### src/wea_pkg.sv
// shared types, widths and helpers of the windowed energy accumulator
package wea_pkg;

    localparam int IN_DATA_W   = 192;
    localparam int IN_USER_W   = 3;
    localparam int OUT_DATA_W  = 576;
    localparam int APB_ADDR_W  = 5;
    localparam int APB_DATA_W  = 32;

    localparam int unsigned US_PER_SEC = 1000000;
    localparam int DIVIDEND_W    = 64;
    localparam int DIV_STEP_BITS = 4;
    localparam int REM_W         = $clog2(US_PER_SEC);

    typedef struct packed {
        logic [63:0] now_us;
        logic [31:0] capture_time_us;
        logic [31:0] gate_time_us;
        logic [31:0] infer_time_us;
        logic [31:0] emit_time_us;
        logic        has_reference;
        logic        did_infer;
        logic        forced_compare;
    } t_in;

    typedef struct packed {
        logic [31:0] report_window_number;
        logic [31:0] frame_count;
        logic [31:0] ref_ready_count;
        logic [31:0] infer_count;
        logic [31:0] skip_count;
        logic [31:0] forced_count;
        logic [63:0] busy_total_us;
        logic [63:0] infer_total_us;
        logic [63:0] window_span_us;
        logic [63:0] idle_total_us;
        logic [63:0] saved_compute_us;
        logic [63:0] energy_microjoules;
    } t_rpt;

    function automatic logic [63:0] sat_add64(input logic [63:0] a, input logic [63:0] b);
        logic [64:0] s;
        s = {1'b0, a} + {1'b0, b};
        return s[64] ? '1 : s[63:0];
    endfunction

    function automatic logic [31:0] sat_inc32(input logic [31:0] v);
        return (v == '1) ? v : v + 32'd1;
    endfunction

endpackage

### src/wea_div.sv
// iterative divider of a 64-bit value by one million, four quotient bits per cycle
module wea_div import wea_pkg::*; (
    input  logic                  i_clk,
    input  logic                  i_rst_n,
    input  logic                  i_start,
    input  logic [DIVIDEND_W-1:0] i_dividend,
    output logic                  o_done,
    output logic [DIVIDEND_W-1:0] o_quot
);

    localparam int STEPS = DIVIDEND_W / DIV_STEP_BITS;
    localparam int CNT_W = $clog2(STEPS);
    localparam logic [REM_W:0] DIV_C = (REM_W+1)'(US_PER_SEC);

    logic                  r_busy;
    logic                  r_done;
    logic [CNT_W-1:0]      r_cnt;
    logic [DIVIDEND_W-1:0] r_q;
    logic [REM_W-1:0]      r_rem;
    logic [DIVIDEND_W-1:0] n_q;
    logic [REM_W-1:0]      n_rem;

    // dividend shifts out of the top while quotient bits shift in at the bottom
    always_comb begin
        logic [REM_W:0] t;
        logic           ge;
        n_q   = r_q;
        n_rem = r_rem;
        for (int k = 0; k < DIV_STEP_BITS; k++) begin
            t     = {n_rem, n_q[DIVIDEND_W-1]};
            ge    = (t >= DIV_C);
            n_q   = {n_q[DIVIDEND_W-2:0], ge};
            n_rem = ge ? REM_W'(t - DIV_C) : t[REM_W-1:0];
        end
    end

    always_ff @(posedge i_clk) begin
        if (!i_rst_n) begin
            r_busy <= 1'b0;
            r_done <= 1'b0;
            r_cnt  <= '0;
        end else begin
            r_done <= 1'b0;
            if (i_start) begin
                r_busy <= 1'b1;
                r_cnt  <= CNT_W'(STEPS - 1);
                r_q    <= i_dividend;
                r_rem  <= '0;
            end else if (r_busy) begin
                r_q   <= n_q;
                r_rem <= n_rem;
                if (r_cnt == '0) begin
                    r_busy <= 1'b0;
                    r_done <= 1'b1;
                end else begin
                    r_cnt <= r_cnt - 1'b1;
                end
            end
        end
    end

    assign o_done = r_done;
    assign o_quot = r_q;

endmodule

### config.mk
export PLATFORM = sky130hd
export DESIGN_NAME = wea_div
export DESIGN_NICKNAME = d
export VERILOG_FILES = /design/src/wea_pkg.sv /design/src/wea_div.sv
export SDC_FILE = /design/constraint.sdc
export NUM_CORES = 1
export LEC_CHECK = 0
export BUFFER_PORTS_ARGS = -buffer_cell sky130_fd_sc_hd__buf_4
export CORE_MARGIN = 1.5
export CORE_UTILIZATION = 56
export CTS_CLUSTER_DIAMETER = 80
export DETAILED_ROUTE_END_ITERATION = 7
export HOLD_SLACK_MARGIN = 0.12
export PLACE_DENSITY = 0.9
export SETUP_SLACK_MARGIN = 0.2
export SLEW_MARGIN = 15
export SYNTH_ARGS = -nofsm -noshare
export SYNTH_HDL_FRONTEND = slang
export SYNTH_SLANG_ARGS = --single-unit
### constraint.sdc
create_clock -name i_clk -period 6.5 [get_ports i_clk]
set_input_delay 0.325 -clock i_clk [delete_from_list [all_inputs] [get_ports i_clk]]
set_output_delay 0.325 -clock i_clk [all_outputs]
set_load 0.05 [all_outputs]
Word level (Yosys, flattened, before mapping)

Index checks and enable logic that the tools add are counted.

Flip-flop bits (word level): 90
Output and inout bits: 65
Logic and storage cells: 36

Add/subtract/negate cells: 5
Magnitude comparators: 4
Eq/ne operators: 1
Muxes and demuxes: 14
Bitwise gates (word level): 2
Reductions and logical operators: 5

Operators with widths:

| operator                                                                              | count |
|---|---|
| 64-bit 2-to-1 mux                                                                     | 2 |
| 20-bit 2-to-1 mux                                                                     | 5 |
| 21-bit by 20-bit greater-or-equal comparator with 1-bit output, second input constant | 4 |
| 20-bit subtractor, second input constant                                              | 4 |
| 4-bit 2-to-1 mux                                                                      | 3 |
| 4-bit logical NOT                                                                     | 1 |
| 1-bit 2-to-1 mux                                                                      | 4 |
| 2-bit AND reduction                                                                   | 2 |
| 4-bit by 1-bit subtractor with 4-bit output, second input constant                    | 1 |
| 3-bit OR reduction                                                                    | 1 |
| 2-bit inequality test, second input constant                                          | 1 |
| 1-bit inverter                                                                        | 2 |
| 2-bit nonzero test                                                                    | 1 |

Longest topological paths before layout

Word-level depth: 9
Gate-level depth with buffers: 25
Gate-level depth less buffers: 23

Worst setup path before layout

OpenSTA, ideal clock, no wires.

Path type: register to register
Start: reg r_rem[9]
End: reg r_rem[18] (data pin)
Data arrival time: 5348 ps
Path slack: 890 ps
Stages on the path, launching flop included: 25
Clock period less this slack: 5610 ps
Cells stage by stage: edfxtp_1 buf_6 or4_4 o41ai_4 a21boi_2 buf_6 xnor2_1 inv_1 ha_1 clkbuf_1 a211oi_1 o21ai_1 a211oi_1 nor4b_2 o32ai_2 a21o_1 buf_4 xnor2_1 ha_1 inv_1 a211oi_1 o2111ai_1 a21oi_1 a211oi_1 mux2_1

Longest elaborated chain between the ends: 9

Ends and longest elaborated chain:

| what                                                                                                       | line                         | RTL |
|---|---|---|
| start, declared                                                                                            | wea_div.sv:19                | `logic [REM_W-1:0] r_rem;` |
| start signal, assigned                                                                                     | wea_div.sv:51                | `r_rem <= n_rem;` |
| 20-bit subtractor / 21-bit by 20-bit greater-or-equal comparator with 1-bit output (equally long branches) | wea_div.sv:33, wea_div.sv:31 |  |
| 20-bit 2-to-1 mux (*)                                                                                      | wea_div.sv:33                | `n_rem = ge ? REM_W'(t - DIV_C) : t[REM_W-1:0];` |
| 20-bit subtractor / 21-bit by 20-bit greater-or-equal comparator with 1-bit output (equally long branches) | wea_div.sv:33, wea_div.sv:31 |  |
| 20-bit 2-to-1 mux (*)                                                                                      | wea_div.sv:33                |  |
| 20-bit subtractor / 21-bit by 20-bit greater-or-equal comparator with 1-bit output (equally long branches) | wea_div.sv:33, wea_div.sv:31 |  |
| 20-bit 2-to-1 mux (*)                                                                                      | wea_div.sv:33                |  |
| 20-bit subtractor / 21-bit by 20-bit greater-or-equal comparator with 1-bit output (equally long branches) | wea_div.sv:33, wea_div.sv:31 |  |
| 20-bit 2-to-1 mux (*)                                                                                      | wea_div.sv:33                |  |
| 20-bit 2-to-1 mux (*)                                                                                      | wea_div.sv:49                | `end else if (r_busy) begin` |

Mark *: on every way between the ends. The rest lies on a longest branch, timed or not. The select of a mux whose other input is x is not followed.
A chain may end at the register's enable or synchronous reset.

Final worst setup path

Start: reg r_q[63], in the netlist o_quot[63]
End: reg r_rem[8] (data pin)

Longest elaborated chain between the ends: 9

Ends and longest elaborated chain:

| what                                                                                                       | line                         | RTL |
|---|---|---|
| start, declared                                                                                            | wea_div.sv:18                | `logic [DIVIDEND_W-1:0] r_q;` |
| start signal, assigned                                                                                     | wea_div.sv:47                | `r_q <= i_dividend;` |
| start signal, assigned                                                                                     | wea_div.sv:50                | `r_q <= n_q;` |
| 20-bit subtractor / 21-bit by 20-bit greater-or-equal comparator with 1-bit output (equally long branches) | wea_div.sv:33, wea_div.sv:31 |  |
| 20-bit 2-to-1 mux (*)                                                                                      | wea_div.sv:33                |  |
| 20-bit subtractor / 21-bit by 20-bit greater-or-equal comparator with 1-bit output (equally long branches) | wea_div.sv:33, wea_div.sv:31 |  |
| 20-bit 2-to-1 mux (*)                                                                                      | wea_div.sv:33                |  |
| 20-bit subtractor / 21-bit by 20-bit greater-or-equal comparator with 1-bit output (equally long branches) | wea_div.sv:33, wea_div.sv:31 |  |
| 20-bit 2-to-1 mux (*)                                                                                      | wea_div.sv:33                |  |
| 20-bit subtractor / 21-bit by 20-bit greater-or-equal comparator with 1-bit output (equally long branches) | wea_div.sv:33, wea_div.sv:31 |  |
| 20-bit 2-to-1 mux (*)                                                                                      | wea_div.sv:33                |  |
| 20-bit 2-to-1 mux (*)                                                                                      | wea_div.sv:49                |  |

Marked as above.

==> results by stage <==
STA:
- Setup violations remaining at the end of the flow were counted as 0.
- In this run the tightest slew margin relative to its limit is 22.7%.
- The final number of max-transition violations is 0.
- The final hold violation count is 0.
- The final critical path takes up 92.7% of the cycle.
- The highest achievable clock rate is 0.166 GHz.
- On the final layout, the worst hold slack is 0.241 ns.
- Setup repair after global routing left no endpoint under its margin.
- The transition time at the pin with the least slew margin is 1.16 ns.
- The clock period minus worst slack is 6.03 ns.
- The final setup TNS is 0 ns.
- The worst clock skew on the final layout is 0.0125 ns.

Cells and area:
- The area of all placed cells without fillers is 7750 um^2.
- The number of standard cells in the layout, taps in and fillers out is 830.
- The antenna cell count is 0.
- The post-route netlist has 40.7% of its cells at a drive strength greater than 1.
- Fill cells in the final layout number 757.
- The final net count is 758.
- The area added between synthesis and finish is 22.9%.

Logic synthesis:
- In this run the biggest area consumer among cell types represents 40.0% of the synthesized area.
- The netlist uses 92 different library cells.
- The number of warning messages in the yosys log is 0.
- Counting flops with an async set or reset pin after synthesis yields a share of 0%.
- The number of nets handed over by synthesis was 637.
- The share of synthesized cell area in full adder, half adder and majority cells is 1.19%.
- By area, the combinational part of the netlist is dominated by compound AO/OA/AOI/OAI gates.
- Sorting the synthesized cells by area gives the leading types as sky130_fd_sc_hd__edfxtp_1 40%, sky130_fd_sc_hd__mux2_2 12%, sky130_fd_sc_hd__xnor2_1 2.4%.
- The sequential-to-total area share from yosys stat is 41.9%.
- Summing the areas of all compound-gate instances in the mapped netlist gives 19.5% of the synthesized area.
- The fraction of synthesized cell area in xor and xnor cells is 4.68%.
- Summed over all instances, the cell type with the most area after synthesis is sky130_fd_sc_hd__edfxtp_1.
- The most used flip-flop cell after synthesis is sky130_fd_sc_hd__edfxtp_1.
- Multiplexer cells account for 14.5% of the synthesized area.
- The mean instance size in the synthesized netlist is 11.2 um^2.
- The synthesized netlist occupies a cell area of 6310 um^2.
- The synthesized design contains 90 register bits.
- The number of synthesized flops with an enable pin is 84.
- The synthesized instance count is 564.
- The area fraction in and, or, nand and nor cells after synthesis is 14.3%.

Critical path:
- For flop-to-flop paths, the worst setup slack is 0.47 ns.
- At the worst endpoint, the required time is 6.58 ns.
- The worst setup path is launched from a flip-flop.
- Along the worst path, the maximum fanout reaches 18.
- The endpoint of the lowest-slack register-to-register path is r_rem[8]$_SDFFCE_PP0P_.
- In this run the critical register-to-register path is launched from o_quot[63]$_DFFE_PP_.
- The kind of end point of the critical path is a flip-flop.
- By startpoint and endpoint, the worst setup path is classified as reg2reg.
- Measured in cells, the most critical reg-to-reg path has a length of 18.
- The arrival time at the worst endpoint is 6.11 ns.

Outcome:
- The run finished with clean final reports.

Floorplan:
- The boundary pin count is 132.
- The die is 109 um tall.
- The total area inside the core boundary comes to 10,900 um^2.
- For this configuration, the core starts out at a cell density of 57.7%.
- The floorplan step set the die width to 109 um.
- The floorplan step defined a die boundary enclosing 11,900 um^2.
- The initialized floorplan defines 38 standard-cell rows.

CTS:
- The maximum number of buffers from clock root to sink is 2.
- At the later pin of the worst-skew pair, clock insertion delay measures 0.34 ns.
- The CTS buffer count is 9.
- TritonCTS built the clock tree.
- The clock transition time at the flip-flop clock pins of the worst setup and hold paths is 0.07 ns.
- For this design, the CTS-stage hold fixing added 0 buffers.
- The number of clock sinks is 90.
- The H-tree depth reported by CTS is 3.
- The library cell used as clock root buffer is sky130_fd_sc_hd__clkbuf_16.

Route:
- For this run, the detailed router's first-pass iteration total came to 5.
- The detailed router placed 5,386 vias in this run.
- In the final routed layout, each cell accounts on average for 22.6 um.
- In the final routing, the length of wire on met1 measures 7300 um.
- In this run the remaining antenna-violating nets after routing total 0.
- After detailed routing, the total wire length is 18,800 um.
- In the routed design, unresolved DRC markers number 0.
- Detailed routing placed a total of 1210 um of wire on met3.
- Using the TritonRoute via totals, the vias-per-cell ratio works out to 6.49.
- The initial DRC count is 491.
- The routed design uses 9610 um of met2 wire.
- The highest metal layer with signal wires is met4.

Worst hold path:
- For hold timing, the worst endpoint is r_cnt[1]$_SDFFE_PN0P_.
- The worst min-delay path category is in2reg.
- The worst hold path begins at i_rst_n.
- The worst hold path depth is 2.

Placed design:
- The number of instances in the placed design is 810.
- The weighted congestion reported at the end of routability-driven placement is 0.976.
- Summed over all nets, the half-perimeter wirelength after detailed placement is 13,800 um.
- The number of buffer cells added on primary ports is 131.
- Summing all placed instances gives a cell area of 7360 um^2.

Global routing:
- After global routing the overflow that remains totals 0.
- Entering global routing, the biggest net connects 102 pins.
- The number of antenna violations at the first check in global routing is 0.
- The wire length of the first global-routing pass is 28,700 um.
- The number of global-route vias before repair is 5,243.
- The global-route usage over all layers is 32.4%.

Run:
- Across the run, the number of max-cap violations was 0.
==> cell usage in the layout, fill, tap and decap left out, types with 4 or more instances in the layout <==
master                      Yosys  final
sky130_fd_sc_hd__o21ai_0       15     15
sky130_fd_sc_hd__ha_1           6      6
sky130_fd_sc_hd__nor2b_1       16     16
sky130_fd_sc_hd__nand4_1        6      6
sky130_fd_sc_hd__dfxtp_1        6      6
sky130_fd_sc_hd__or3_1          8      8
sky130_fd_sc_hd__xor2_1         8      8
sky130_fd_sc_hd__clkbuf_16      0      9
sky130_fd_sc_hd__or4_1          4      4
sky130_fd_sc_hd__nor2_1        36     36
sky130_fd_sc_hd__o31a_1         4      4
sky130_fd_sc_hd__mux2_2        65     65
sky130_fd_sc_hd__xnor2_1       17     16
sky130_fd_sc_hd__nor3_1        18     17
sky130_fd_sc_hd__and2_1         4      4
sky130_fd_sc_hd__nand2_1       24     24
sky130_fd_sc_hd__a21boi_0       6      6
sky130_fd_sc_hd__o211ai_1       5      5
sky130_fd_sc_hd__mux2i_1        4      4
sky130_fd_sc_hd__buf_4          7    143
sky130_fd_sc_hd__nand3_1       12     12
sky130_fd_sc_hd__mux2_4         5      5
sky130_fd_sc_hd__a21oi_1       15     13
sky130_fd_sc_hd__edfxtp_1      84     84
sky130_fd_sc_hd__a21oi_2        7      8
sky130_fd_sc_hd__a31oi_1        5      5
sky130_fd_sc_hd__o21a_1         7      6
sky130_fd_sc_hd__mux2_1         5      5
sky130_fd_sc_hd__inv_1         17     17
sky130_fd_sc_hd__nand2b_1       4      4
sky130_fd_sc_hd__nor4_1         6      6
sky130_fd_sc_hd__a21o_1         4      4
sky130_fd_sc_hd__a211oi_1      11      9
sky130_fd_sc_hd__o21ai_1        8      8
sky130_fd_sc_hd__o31ai_1        6      5
==> synthesized netlist by cell type, drive strengths merged, types with 6 or more instances <==
cell type and number:
o31ai 8, o21ai 27, a31oi 7, nor3 18
nor4 7, ha 6, xnor2 18, edfxtp 84
o21a 7, clkbuf 14, a21boi 9, mux2 75
nand4 6, o211ai 6, or3 10, nand3 13
a211oi 12, buf 20, nor2 37, nor2b 16
nand2 24, xor2 11, a21oi 24, inv 17
dfxtp 6
==> metal layers <==
layer  global-route usage (%)  vias to the layer above
met5                        0                        -
met4                     10.8                        0
met3                     5.62                       52
met2                     57.4                      283
met1                     39.7                     2640
li1                         -                     2411
==> how the worst max path moves through the flow <==
| stage | slack, ns | cells past startpoint | to | from |
|---|---|---|---|---|
| 6_report | 0.47 | 18 | r_rem[8]$_SDFFCE_PP0P_ | o_quot[63]$_DFFE_PP_ |
| 3_5_place_dp | 0.32 | 18 | r_rem[18]$_SDFFCE_PP0P_ | r_rem[9]$_SDFFCE_PP0P_ |
| 4_1_cts | 0.24 | 18 | r_rem[18]$_SDFFCE_PP0P_ | r_rem[9]$_SDFFCE_PP0P_ |
| 3_3_place_gp | 0.39 | 18 | r_rem[18]$_SDFFCE_PP0P_ | r_rem[5]$_SDFFCE_PP0P_ |
| 5_1_grt | 0.23 | 18 | r_rem[18]$_SDFFCE_PP0P_ | r_rem[5]$_SDFFCE_PP0P_ |
| 2_1_floorplan | 0.89 | 24 | r_rem[18]$_SDFFCE_PP0P_ | r_rem[9]$_SDFFCE_PP0P_ |
==> registers in the layout, indices dropped and copies added (netlist names) <==
signal  flops
r_rem      20
o_done      1
o_quot     64
r_busy      1
r_cnt       4
==> cell families (layout without fill, tap and decap cells) <==
group	after synthesis	after routing
simple gates	161	161
mux	80	80
compound gates	147	147
xor+xnor	29	29
fa+ha+maj	6	6
flops	90	90
buf+inv	51	177
==> cell type report <==
class,count,area (um^2),area share (%)
Multi-Input combinational cell,423,3490,45.1
Sequential cell,90,2640,34.1
Timing Repair Buffer,144,1100,14.2
Clock buffer,10,229,2.95
Tap cell,140,175,2.26
Inverter,17,63.8,0.823
Clock inverter,6,48.8,0.629
==> timing repair <==
action / CTS / global route
setup buffers: 0 / 3
setup endpoints to repair: 0 / 13
gates resized for setup: 0 / 12
==> metrics by stage <==
step | setup WS, ns | utilization (%)
floorplan | 0.890 | -
finish | 0.473 | 70.9
global placement | 0.394 | 67.3
CTS | 0.235 | 69.8
detailed placement | 0.319 | 67.3
global route | 0.229 | 70.9
==> critical path, cell delays in order, from the launching register on <==
cell and delay, ns:
sky130_fd_sc_hd__edfxtp_1 0.44, sky130_fd_sc_hd__or4_1 0.63, sky130_fd_sc_hd__o41ai_4 0.55, sky130_fd_sc_hd__a21boi_4 0.26, sky130_fd_sc_hd__xnor2_2 0.23, sky130_fd_sc_hd__inv_1 0.11, sky130_fd_sc_hd__ha_1 0.30, sky130_fd_sc_hd__a22o_1 0.34
sky130_fd_sc_hd__nand3_1 0.19, sky130_fd_sc_hd__a2bb2oi_1 0.25, sky130_fd_sc_hd__nor4b_2 0.26, sky130_fd_sc_hd__o32ai_2 0.13, sky130_fd_sc_hd__buf_4 0.18, sky130_fd_sc_hd__a21oi_4 0.27, sky130_fd_sc_hd__mux2i_1 0.45, sky130_fd_sc_hd__a31oi_4 0.18
sky130_fd_sc_hd__o2111ai_4 0.49, sky130_fd_sc_hd__a21oi_1 0.16, sky130_fd_sc_hd__mux2_1 0.33
Power is not shown: default switching activity piles up to over one toggle a cycle in this logic, so the estimate is an artifact.
